## src/sv/btb_pkg.sv

```systemverilog
`timescale 1ns / 1ps
// ----------------------------------------------------------------------------
// btb_pkg
// Shared constants and types for the branch target buffer: table size,
// field widths, stream packing and the controller/datapath interface.
// ----------------------------------------------------------------------------
package btb_pkg;

    // Table geometry
    localparam int ENTRIES = 16;
    localparam int IDX_W   = (ENTRIES > 1) ? $clog2(ENTRIES) : 1;

    // Field widths
    localparam int ADDR_W = 32;
    localparam int CTR_W  = 2;

    // Stream widths (fields packed from bit 0, padded to whole bytes)
    localparam int IN_BITS   = ADDR_W + 1 + ADDR_W + 1;
    localparam int IN_DATA_W = ((IN_BITS + 7) / 8) * 8;
    localparam int OUT_BITS  = 1 + ADDR_W + 1 + ADDR_W;
    localparam int OUT_DATA_W = ((OUT_BITS + 7) / 8) * 8;

    // Command codes carried in tuser
    localparam logic CMD_LOOKUP  = 1'b0;
    localparam logic CMD_RESOLVE = 1'b1;

    // Counter thresholds
    localparam logic [CTR_W-1:0] CTR_MIN   = 2'd0;
    localparam logic [CTR_W-1:0] CTR_TAKEN = 2'd2;
    localparam logic [CTR_W-1:0] CTR_MAX   = 2'd3;

    // Controller to datapath commands
    typedef struct packed {
        logic capture;  // latch the input transaction
        logic search;   // compare all tags, register hit and free vectors
        logic apply;    // update table and load the output register
        logic drain;    // output transaction taken downstream
    } t_dp_cmd;

    // Datapath to controller status
    typedef struct packed {
        logic out_valid;
    } t_dp_status;

endpackage

```

## src/sv/btb_ctrl.sv

```systemverilog
`timescale 1ns / 1ps
// ----------------------------------------------------------------------------
// btb_ctrl
// Sequencer for the branch target buffer: capture, search, apply.
// ----------------------------------------------------------------------------
module btb_ctrl (
    input  logic                i_clk,
    input  logic                i_rst_n,
    input  logic                i_s_tvalid,
    input  logic                i_m_tready,
    input  btb_pkg::t_dp_status i_status,
    output logic                o_s_tready,
    output btb_pkg::t_dp_cmd    o_cmd
);

    typedef enum logic [1:0] {
        S_IDLE,
        S_SEARCH,
        S_APPLY
    } t_state;

    t_state r_state;
    logic   r_s_ready;
    logic   w_out_free;

    assign o_s_tready = r_s_ready;
    assign w_out_free = !i_status.out_valid || i_m_tready;

    // Decode commands for the datapath
    always_comb begin
        o_cmd.capture = i_s_tvalid && r_s_ready;
        o_cmd.search  = (r_state == S_SEARCH);
        o_cmd.apply   = (r_state == S_APPLY) && w_out_free;
        o_cmd.drain   = i_status.out_valid && i_m_tready;
    end

    // Advance state and hold the input ready flag
    always_ff @(posedge i_clk) begin
        if (!i_rst_n) begin
            r_state   <= S_IDLE;
            r_s_ready <= 1'b1;
        end else begin
            case (r_state)
                S_IDLE: begin
                    if (i_s_tvalid && r_s_ready) begin
                        r_state   <= S_SEARCH;
                        r_s_ready <= 1'b0;
                    end
                end
                S_SEARCH: begin
                    r_state <= S_APPLY;
                end
                S_APPLY: begin
                    // Wait until the output register can take the result
                    if (w_out_free) begin
                        r_state   <= S_IDLE;
                        r_s_ready <= 1'b1;
                    end
                end
                default: begin
                    r_state   <= S_IDLE;
                    r_s_ready <= 1'b1;
                end
            endcase
        end
    end

endmodule

```

## src/sv/btb_datapath.sv

```systemverilog
`timescale 1ns / 1ps
// ----------------------------------------------------------------------------
// btb_datapath
// Fully associative table with 2-bit counters, input latch, tag search
// and output register.
// ----------------------------------------------------------------------------
module btb_datapath (
    input  logic                                i_clk,
    input  logic                                i_rst_n,
    input  btb_pkg::t_dp_cmd                    i_cmd,
    input  logic                                i_command,
    input  logic [btb_pkg::IN_DATA_W-1:0]       i_s_tdata,
    output btb_pkg::t_dp_status                 o_status,
    output logic [btb_pkg::OUT_DATA_W-1:0]      o_m_tdata
);

    // Input latch
    logic                        r_cmd;
    logic [btb_pkg::ADDR_W-1:0]  r_pc;
    logic                        r_is_branch;
    logic [btb_pkg::ADDR_W-1:0]  r_target_in;
    logic                        r_taken;

    // Table
    logic [btb_pkg::ENTRIES-1:0] r_valid;
    logic [btb_pkg::ADDR_W-1:0]  r_tag     [btb_pkg::ENTRIES];
    logic [btb_pkg::ADDR_W-1:0]  r_target  [btb_pkg::ENTRIES];
    logic [btb_pkg::CTR_W-1:0]   r_counter [btb_pkg::ENTRIES];

    // Search results
    logic [btb_pkg::ENTRIES-1:0] r_hit_vec;
    logic [btb_pkg::ENTRIES-1:0] r_free_vec;
    logic [btb_pkg::ENTRIES-1:0] n_hit_vec;

    // Output register
    logic                        r_out_valid;
    logic                        r_p_taken;
    logic [btb_pkg::ADDR_W-1:0]  r_p_target;
    logic                        r_mis;
    logic [btb_pkg::ADDR_W-1:0]  r_redirect;

    // Apply-stage signals
    logic [btb_pkg::IDX_W-1:0]   w_hit_idx;
    logic [btb_pkg::IDX_W-1:0]   w_free_idx;
    logic                        w_hit;
    logic                        w_free;
    logic [btb_pkg::CTR_W-1:0]   w_ctr;
    logic [btb_pkg::CTR_W-1:0]   w_ctr_next;
    logic                        w_ctr_high;
    logic                        w_insert;
    logic                        w_ctr_wr;
    logic                        n_p_taken;
    logic [btb_pkg::ADDR_W-1:0]  n_p_target;
    logic                        n_mis;
    logic [btb_pkg::ADDR_W-1:0]  n_redirect;

    // Latch the input transaction
    always_ff @(posedge i_clk) begin
        if (i_cmd.capture) begin
            r_cmd       <= i_command;
            r_pc        <= i_s_tdata[btb_pkg::ADDR_W-1:0];
            r_is_branch <= i_s_tdata[btb_pkg::ADDR_W];
            r_target_in <= i_s_tdata[2*btb_pkg::ADDR_W:btb_pkg::ADDR_W+1];
            r_taken     <= i_s_tdata[2*btb_pkg::ADDR_W+1];
        end
    end

    // Compare every tag against the latched pc
    always_comb begin
        for (int i = 0; i < btb_pkg::ENTRIES; i++) begin
            n_hit_vec[i] = r_valid[i] && (r_tag[i] == r_pc);
        end
    end

    always_ff @(posedge i_clk) begin
        if (i_cmd.search) begin
            r_hit_vec  <= n_hit_vec;
            r_free_vec <= ~r_valid;
        end
    end

    // Pick the lowest hit and the lowest free entry
    always_comb begin
        w_hit_idx  = '0;
        w_free_idx = '0;
        for (int i = btb_pkg::ENTRIES - 1; i >= 0; i--) begin
            if (r_hit_vec[i]) begin
                w_hit_idx = btb_pkg::IDX_W'(i);
            end
            if (r_free_vec[i]) begin
                w_free_idx = btb_pkg::IDX_W'(i);
            end
        end
        w_hit  = |r_hit_vec;
        w_free = |r_free_vec;
    end

    // Form the result and the table update
    always_comb begin
        w_ctr      = r_counter[w_hit_idx];
        w_ctr_high = (w_ctr >= btb_pkg::CTR_TAKEN);
        n_p_taken  = 1'b0;
        n_p_target = '0;
        n_mis      = 1'b0;
        n_redirect = '0;
        w_insert   = 1'b0;
        w_ctr_wr   = 1'b0;
        w_ctr_next = w_ctr;

        if (r_cmd == btb_pkg::CMD_LOOKUP) begin
            if (r_is_branch) begin
                if (!w_hit) begin
                    w_insert = w_free;
                end else if (w_ctr_high) begin
                    n_p_taken  = 1'b1;
                    n_p_target = r_target_in;
                end
            end
        end else begin
            if (w_hit) begin
                w_ctr_wr = 1'b1;
                if (!w_ctr_high && r_taken) begin
                    n_mis      = 1'b1;
                    n_redirect = r_target[w_hit_idx];
                end else if (w_ctr_high && !r_taken) begin
                    n_mis      = 1'b1;
                    n_redirect = r_pc + btb_pkg::ADDR_W'(1);
                end
                // Step the counter toward the outcome, saturating
                if (r_taken) begin
                    if (w_ctr != btb_pkg::CTR_MAX) begin
                        w_ctr_next = w_ctr + btb_pkg::CTR_W'(1);
                    end
                end else begin
                    if (w_ctr != btb_pkg::CTR_MIN) begin
                        w_ctr_next = w_ctr - btb_pkg::CTR_W'(1);
                    end
                end
            end
        end
    end

    // Valid bits
    always_ff @(posedge i_clk) begin
        if (!i_rst_n) begin
            r_valid <= '0;
        end else if (i_cmd.apply && w_insert) begin
            r_valid[w_free_idx] <= 1'b1;
        end
    end

    // Tag, target and counter storage
    always_ff @(posedge i_clk) begin
        if (i_cmd.apply) begin
            if (w_insert) begin
                r_tag[w_free_idx]     <= r_pc;
                r_target[w_free_idx]  <= r_target_in;
                r_counter[w_free_idx] <= btb_pkg::CTR_MIN;
            end else if (w_ctr_wr) begin
                r_counter[w_hit_idx]  <= w_ctr_next;
            end
        end
    end

    // Output register valid flag
    always_ff @(posedge i_clk) begin
        if (!i_rst_n) begin
            r_out_valid <= 1'b0;
        end else if (i_cmd.apply) begin
            r_out_valid <= 1'b1;
        end else if (i_cmd.drain) begin
            r_out_valid <= 1'b0;
        end
    end

    // Output payload
    always_ff @(posedge i_clk) begin
        if (i_cmd.apply) begin
            r_p_taken  <= n_p_taken;
            r_p_target <= n_p_target;
            r_mis      <= n_mis;
            r_redirect <= n_redirect;
        end
    end

    assign o_status.out_valid = r_out_valid;
    assign o_m_tdata = {{(btb_pkg::OUT_DATA_W - btb_pkg::OUT_BITS){1'b0}},
                        r_redirect, r_mis, r_p_target, r_p_taken};

endmodule

```

## src/sv/branch_target_buffer_2bit.sv

```systemverilog
`timescale 1ns / 1ps
// ----------------------------------------------------------------------------
// branch_target_buffer_2bit
// Fully associative branch target buffer with 2-bit saturating counters.
// ----------------------------------------------------------------------------
//  Channel  | Direction | Handshake                 | Payload
//  ---------+-----------+---------------------------+-------------------------
//  s_axis   | in        | s_axis_tvalid/tready      | tuser: command;
//           |           |                           | tdata: pc, is_branch,
//           |           |                           | branch_target, taken
//  m_axis   | out       | m_axis_tvalid/tready      | tdata: predict_taken,
//           |           |                           | predicted_target,
//           |           |                           | mispredict, redirect
//
//  Each transaction passes through capture, tag search over all entries,
//  then table update with the result loaded into the output register.
//  Input is taken again in the cycle after the update.
//  A stalled output holds the update stage and keeps the input closed;
//  one more transaction can be captured and searched behind a waiting result.
//  Synchronous active-low reset clears all table valid bits and the output
//  valid flag, and opens the input.
// ----------------------------------------------------------------------------
module branch_target_buffer_2bit (
    input  logic                              i_clk,
    input  logic                              i_rst_n,
    input  logic                              s_axis_tvalid,
    output logic                              s_axis_tready,
    // [31:0] pc, [32] is_branch, [64:33] branch_target, [65] outcome_taken
    input  logic [btb_pkg::IN_DATA_W-1:0]     s_axis_tdata,
    // [0] command
    input  logic                              s_axis_tuser,
    output logic                              m_axis_tvalid,
    input  logic                              m_axis_tready,
    // [0] predict_taken, [32:1] predicted_target, [33] mispredict,
    // [65:34] redirect_address
    output logic [btb_pkg::OUT_DATA_W-1:0]    m_axis_tdata
);

    btb_pkg::t_dp_cmd    w_cmd;
    btb_pkg::t_dp_status w_status;

    btb_ctrl u_ctrl (
        .i_clk      (i_clk),
        .i_rst_n    (i_rst_n),
        .i_s_tvalid (s_axis_tvalid),
        .i_m_tready (m_axis_tready),
        .i_status   (w_status),
        .o_s_tready (s_axis_tready),
        .o_cmd      (w_cmd)
    );

    btb_datapath u_datapath (
        .i_clk     (i_clk),
        .i_rst_n   (i_rst_n),
        .i_cmd     (w_cmd),
        .i_command (s_axis_tuser),
        .i_s_tdata (s_axis_tdata),
        .o_status  (w_status),
        .o_m_tdata (m_axis_tdata)
    );

    assign m_axis_tvalid = w_status.out_valid;

endmodule

```

## config.mk

```make
export PLATFORM = sky130hd
export DESIGN_NAME = branch_target_buffer_2bit
export DESIGN_NICKNAME = d
export VERILOG_FILES = /design/src/sv/btb_pkg.sv /design/src/sv/btb_ctrl.sv /design/src/sv/btb_datapath.sv /design/src/sv/branch_target_buffer_2bit.sv
export SDC_FILE = /design/constraint.sdc
export NUM_CORES = 1
export LEC_CHECK = 0
export ABC_CLOCK_PERIOD_IN_PS = 12710
export BUFFER_PORTS_ARGS = -buffer_cell sky130_fd_sc_hd__buf_2
export CORE_UTILIZATION = 45
export DETAILED_ROUTE_END_ITERATION = 8
export GPL_ROUTABILITY_DRIVEN = 0
export RECOVER_POWER = 100
export SLEW_MARGIN = 20
export SYNTH_ARGS = -nofsm -noshare
export SYNTH_HDL_FRONTEND = slang
export SYNTH_SLANG_ARGS = --single-unit
```

## constraint.sdc

```tcl
create_clock -name i_clk -period 12.71 [get_ports i_clk]
set_clock_uncertainty 0.15 [all_clocks]
set_input_delay 2.542 -clock i_clk [delete_from_list [all_inputs] [get_ports i_clk]]
set_output_delay 2.542 -clock i_clk [all_outputs]
set_load 0.005 [all_outputs]
```

# After elaboration in Yosys (flattened, before gate mapping)
# Memory sizes are Yosys's and may differ from the RTL's.
# Cells that the tools add are included.
[classes] n_reduce_logical=38 bitwise_logic=6 mux=67 n_mul=0 addsub=3 eq_ne=21 div=0 shift=0 order_cmp=3
[ops] operator="32-bit equality test" n=16
[ops] operator="4-bit two-way mux" n=33
[ops] operator="32-bit two-way mux" n=2
[ops] operator="32-bit by 1-bit adder with 32-bit output (second input constant)" n=1
[ops] operator="16-bit OR reduction" n=2
[ops] operator="1-bit logical AND" n=23
[ops] operator="1-bit two-way mux" n=21
[ops] operator="2-bit two-way mux" n=8
[ops] operator="16-bit NOT" n=1
[ops] operator="16-bit bitwise OR" n=1
[ops] operator="2-bit one-hot mux with 3 select lines" n=1
[ops] operator="4-bit by 5-bit < comparator with 1-bit output (second input constant)" n=1
[ops] operator="1-bit demux with 4-bit select" n=1
[ops] operator="4-bit by 1-bit >= comparator with 1-bit output (second input constant)" n=1
[ops] operator="2-bit by 1-bit inequality test with 1-bit output (second input constant)" n=2
[ops] operator="1-bit NOT" n=4
[ops] operator="2-bit AND reduction" n=2
[ops] operator="2-bit nonzero test" n=2
[ops] operator="4-bit OR reduction" n=1
[ops] operator="1-bit zero test" n=3
[ops] operator="1-bit one-hot mux with 3 select lines" n=1
[ops] operator="3-bit AND reduction" n=1
[ops] operator="3-bit OR reduction" n=1
[ops] operator="2-bit by 1-bit adder with 2-bit output (second input constant)" n=1
[ops] operator="other kinds (8)" n=8
[totals] n_memories=3 mem_bits_rw=1056 inputBits=77 word_cells=156 latch_bits=0 romBits=0 register_bits=185
[mem_list] memory="u_datapath.r_tag" depth=16 width=32 rd=16 rd_ports_with_merged_regs=0 write_ports=1 line_no="btb_datapath.sv:26" text="logic [btb_pkg::ADDR_W-1:0] r_tag [btb_pkg::ENTRIES];"
[mem_list] memory="u_datapath.r_target" depth=16 width=32 rd=1 rd_ports_with_merged_regs=0 write_ports=1 line_no="btb_datapath.sv:27" text="logic [btb_pkg::ADDR_W-1:0] r_target [btb_pkg::ENTRIES];"
[mem_list] memory="u_datapath.r_counter" depth=16 width=2 rd=1 rd_ports_with_merged_regs=0 write_ports=1 line_no="btb_datapath.sv:28" text="logic [btb_pkg::CTR_W-1:0] r_counter [btb_pkg::ENTRIES];"

# Logic depth before layout (Yosys ltp)
# An unclocked memory read counts as a cell.
[logic_depth] ltp_word=23 mapped_depth=15

# Cells and area by module
# From an unflattened synthesis, not the netlist that was laid out.
[unflattened] hier_cells=2679 area_unflattened_um2=49321.1
[by_module_without_submodules] mod="btb_datapath" seq_area_each_um2=37005.5 instances=1 cells_each=2663 area_per_inst_um2=49169.7
[by_module_without_submodules] mod="btb_ctrl" seq_area_each_um2=60.1 instances=1 cells_each=16 area_per_inst_um2=151.4

# Least setup slack after synthesis
# Ideal clock, no wire load.
[synth_path] path_kind="input to register" startpoint="in m_axis_tready" endpoint="mem u_datapath.r_tag[1][0] (netlist name), enable pin" path_stages=4 arrival_time_ns=11.167 slack_ns=0.813 n_path_buf=0 path_cell_list="nand2b_1 -> nor2b_1 -> nand4b_1 -> nor3b_1"
[synth_lines] element="from (decl)" line_no="branch_target_buffer_2bit.sv:33" text="input logic m_axis_tready,"
[synth_lines] element="to (decl)" line_no="btb_datapath.sv:26"

# Worst setup path in the final report
[layout_path] startpoint="reg u_datapath.r_hit_vec[7] (netlist name)" endpoint="reg u_datapath.r_redirect[8] (netlist name), data pin"
[layout_via] elab_chain_cells=13 elab_cells_between_ends=18 cone_classes="order compare (1); mux (10); reduce/logical (5); memory (2)"
[layout_rtl] element="from (decl)" line_no="btb_datapath.sv:31" text="logic [btb_pkg::ENTRIES-1:0] r_hit_vec;"
[layout_rtl] element="from (signal assigned)" line_no="btb_datapath.sv:77" text="r_hit_vec <= n_hit_vec;"
[layout_rtl] element="4-bit two-way mux (8 in a row)" line_no="btb_datapath.sv:87" text="if (r_hit_vec[i]) begin"
[layout_rtl] element="memory 16 x 2 bit"
[layout_rtl] element="2-bit >= comparator" line_no="btb_datapath.sv:101" text="w_ctr_high = (w_ctr >= btb_pkg::CTR_TAKEN);"
[layout_rtl] element="1-bit logical AND or 1-bit zero test (tied branches)" line_no="btb_datapath.sv:125, btb_datapath.sv:122"
[layout_rtl] element="32-bit two-way mux or 1-bit logical AND (tied branches)" line_no="btb_datapath.sv:125, btb_datapath.sv:122"
[layout_rtl] element="32-bit two-way mux" line_no="btb_datapath.sv:122" text="if (!w_ctr_high && r_taken) begin"
[layout_rtl] element="to (signal assigned)" line_no="btb_datapath.sv:182" text="r_redirect <= n_redirect;"
[layout_rtl] element="to (decl)" line_no="btb_datapath.sv:40" text="logic [btb_pkg::ADDR_W-1:0] r_redirect;"
# Several ways; a longest one is shown, not always the timed one.
# A chain may end at the register's enable or synchronous reset.

==> summary.md <==
| Metric | Value |
|---|---|
| Total GRT Usage | `0.228` |
| NetSw | `1900 uW` |
| Mapped cell area | `50100 um2` |
| Fin area | `56500 um2` |
| First-pass GRT wire length | `187 mm` |
| Number of distinct library cells after synthesis | `61` |
| Setup Crit Path Kind | `reg -> reg` |
| Clk_lat worst skew | `0.74 ns` |
| Avg Cell Area, Syn | `15.5 um2` |
| Largest net degree at the start of global routing | `194` |
| Most used DFF post-synth | `edfxtp_1` |
| Starting density of the core | `0.453` |
| Maximum vdd drop | `around 0.12 mV` |
| Commonest cells after routing, fill and taps aside | `1221 x edfxtp_1, 464 x xnor2_1, 304 x nand2_1` |
| Residual DRC count | `0` |
| Req. time, crit path | `13.06 ns` |
| Cell Rows | `122` |
| # Max-Cap Violations | `64` |
| Setup total negative slack | `0 ns` |
| Post-DR wirelength/cell | `approximately 26 um` |
| Cell count after synthesis | `approximately 3200` |
| I/O Buffers | `between 100 and 150` |
| PostCTS Resize Cnt | `0` |
| Number of setup buffers added after CTS | `0` |
| CTS tree | `yes` |
| Worst-path clk slew | `0.06 ns` |
| Status | `finished with violations` |
| Slew @ Worst Pin | `4.84 ns` |
| Routed Antenna Nets | `0` |
| Share of total power in sequential cells | `0.521` |
| Layout area overhead | `12.8%` |
| Clock Sinks | `1241` |
| Die extent in x | `336 um` |
| Endpoint, Worst Hold | `u_datapath.r_tag[11][19]$_DFFE_PP_` |
| Pre-antenna DRT Iters | `7` |
| EDFF count, synth | `1221` |
| FF-to-FF End | `u_datapath.r_redirect[8]$_SDFFCE_PN0P_` |
| Sw Ratio | `0.217` |
| Die Ht | `336 um` |
| Worst setup SP type | `flip-flop` |
| Worst Hold Depth | `0` |
| WP data arrival | `9.33 ns` |
| Placed inst area | `roughly 53000 um2` |
| Failing checks | `capacitance limit, slew limit` |
| Fin crit share | `0.707` |
| Core Box Area | `111000 um2` |
| Clk Tree Root Cell | `clkbuf_16` |
| CTS Buf Count | `136` |
| Initial antenna violation count | `2` |
| # IOs | `151` |
| Share of cells above drive strength 1 | `0.0908` |
| Max clock buf depth | `3` |
| Finish-stage setup viols | `0` |
| Crit. End Element | `flip-flop` |
| Nets@finish | `3487` |
| Iteration-0 DRC Markers | `2537` |
| F_max | `between 100 and 150 MHz` |
| Via density | `between 5 and 6` |
| Synthesis-stage register bit count | `~1200` |
| Total wire length | `~130 mm` |
| FF-to-FF Start | `u_datapath.r_hit_vec[7]$_DFFE_PN_` |
| Grt total ovfl | `0` |
| Worst hold start | `u_datapath.r_pc[19]$_DFFE_PP_` |
| R2R Setup Slk | `approximately 3.7 ns` |
| Die footprint | `113000 um2` |
| Comb pwr share | `0.047` |
| Slew headroom | `-2.23` |
| Slew Viols, Final | `1954` |
| Hold_buf cts | `0` |
| H-Tree Level Count | `4` |
| Vias | `approximately 28000` |
| RSZ-0062 raised after global routing | `false` |
| Crit-path max FO | `86` |
| Cell Int Power | `6870 uW` |
| Number of global-route vias before repair | `approximately 29000` |
| Hold Crit Class | `reg -> reg` |
| Fillcell total | `~9300` |
| Clock power share | `0.432` |
| Final Critical Period | `8.98 ns` |
| LEAKAGE | `0.0172 uW` |
| Async SR Flop Fraction | `0` |
| Diode count | `0` |
| Most common cell after layout, fill and taps aside | `edfxtp_1` |
| Cells on worst reg2reg path | `12` |
| Synth warn | `0` |
| Power Density | `155 nW/um2` |
| Sequential share of the synthesized area | `0.740` |
| Final Hold Vio Count | `0` |
| Post-DP HPWL | `between 70 and 80 mm` |
==> per-stage QoR <==
| step | hold slack, ns | power, uW | util | setup WS, ns | instances |
|---|---|---|---|---|---|
| floorplan | 0.291 | 4890 | - | 0.813 | 3228 |
| global placement | 0.287 | 5060 | 0.477 | 6.14 | 4756 |
| detailed placement | 0.295 | 5070 | 0.477 | 6.01 | 4757 |
| CTS | 0.314 | 8850 | 0.516 | 6.80 | 5003 |
| global route | 0.340 | 9040 | 0.511 | 3.32 | 5003 |
| finish | 0.317 | 8770 | 0.511 | 3.73 | 5003 |
==> logic make-up after synthesis <==
group	Yosys count	share of synthesized area
mux	14	0.00290
other cells	1	0.0000749
flops	1241	0.740
fa+ha+maj	4	0.000949
compound gates	413	0.0621
buf+inv	218	0.0186
simple gates	790	0.0805
xor+xnor	542	0.0948
==> layout make-up <==
type                            count  area (um2)  share of cell area
Multi-Input combinational cell   1769       12100               0.214
Sequential cell                  1241       37100               0.656
Clock inverter                     70         566              0.0100
Clock buffer                      176        3720              0.0659
Inverter                           27         101             0.00179
Tap cell                         1488        1860              0.0329
Timing Repair Buffer              232        1090              0.0192
==> flip-flops by register name, summed over array words and instances, names as in the netlist, 2 cells and up <==
signal / cells
u_datapath.r_target_in: 32
u_datapath.r_tag: 512
u_datapath.r_valid: 16
u_datapath.r_pc: 32
u_datapath.r_hit_vec: 16
u_datapath.r_target: 512
u_datapath.r_counter: 32
u_datapath.r_free_vec: 16
u_datapath.r_p_target: 32
u_datapath.r_redirect: 32
u_ctrl.r_state: 2
==> worst max-delay path by stage <==
stage                                              to                               from  cells past startpoint  slack, ns
6_report       u_datapath.r_redirect[8]$_SDFFCE_PN0P_  u_datapath.r_hit_vec[7]$_DFFE_PN_                     12       3.73
4_1_cts         u_datapath.r_target[12][14]$_DFFE_PP_                      m_axis_tready                      9       6.80
3_5_place_dp    u_datapath.r_target[12][11]$_DFFE_PP_                      m_axis_tready                      9       6.01
3_3_place_gp    u_datapath.r_target[12][27]$_DFFE_PP_                      m_axis_tready                      9       6.14
5_1_grt        u_datapath.r_redirect[8]$_SDFFCE_PN0P_  u_datapath.r_hit_vec[7]$_DFFE_PN_                     12       3.32
2_1_floorplan        u_datapath.r_tag[1][0]$_DFFE_PP_                      m_axis_tready                      4       0.81
==> power groups by stage <==
stage	Clock, uW	Combinational, uW	Sequential, uW
global placement	0	410	4650
finish	3790	409	4570
floorplan	0	245	4650
detailed placement	0	421	4650
CTS	3860	423	4570
global route	4030	442	4570
==> synth_stat cells, types with 35 or more instances <==
library cell / instances / share of area
clkbuf_1: 126 / 0.0094
xor2_1: 78 / 0.014
a211oi_1: 132 / 0.020
nor4_1: 53 / 0.0066
o21ai_0: 52 / 0.0052
nand2_1: 305 / 0.023
edfxtp_1: 1221 / 0.73
a311oi_1: 119 / 0.021
nand3_1: 35 / 0.0035
nor2_1: 53 / 0.0040
xnor2_1: 464 / 0.081
and2_1: 111 / 0.014
and2_0: 57 / 0.0071
nand4_1: 116 / 0.014
==> metal layers <==
layer  wire length (um)  share of wire  global-route usage
met1              55800           0.44               0.310
met2              61800           0.48               0.377
met3               7380          0.058              0.0355
met4               2870          0.022              0.0692
met5                  0              0                   0
==> critical path: stages (launching register included) <==
cell and delay [ns]:
edfxtp_1 0.46, nor3_1 0.21, o311a_1 0.21, o22a_1 1.20, clkbuf_1 3.04, mux2i_1 0.27
a2111oi_0 0.87, a311oi_4 0.13, ha_1 0.46, nor2b_1 0.28, clkbuf_1 0.81, nand2_1 0.14
a31oi_1 0.40
Power figures use the tool's default switching activity.
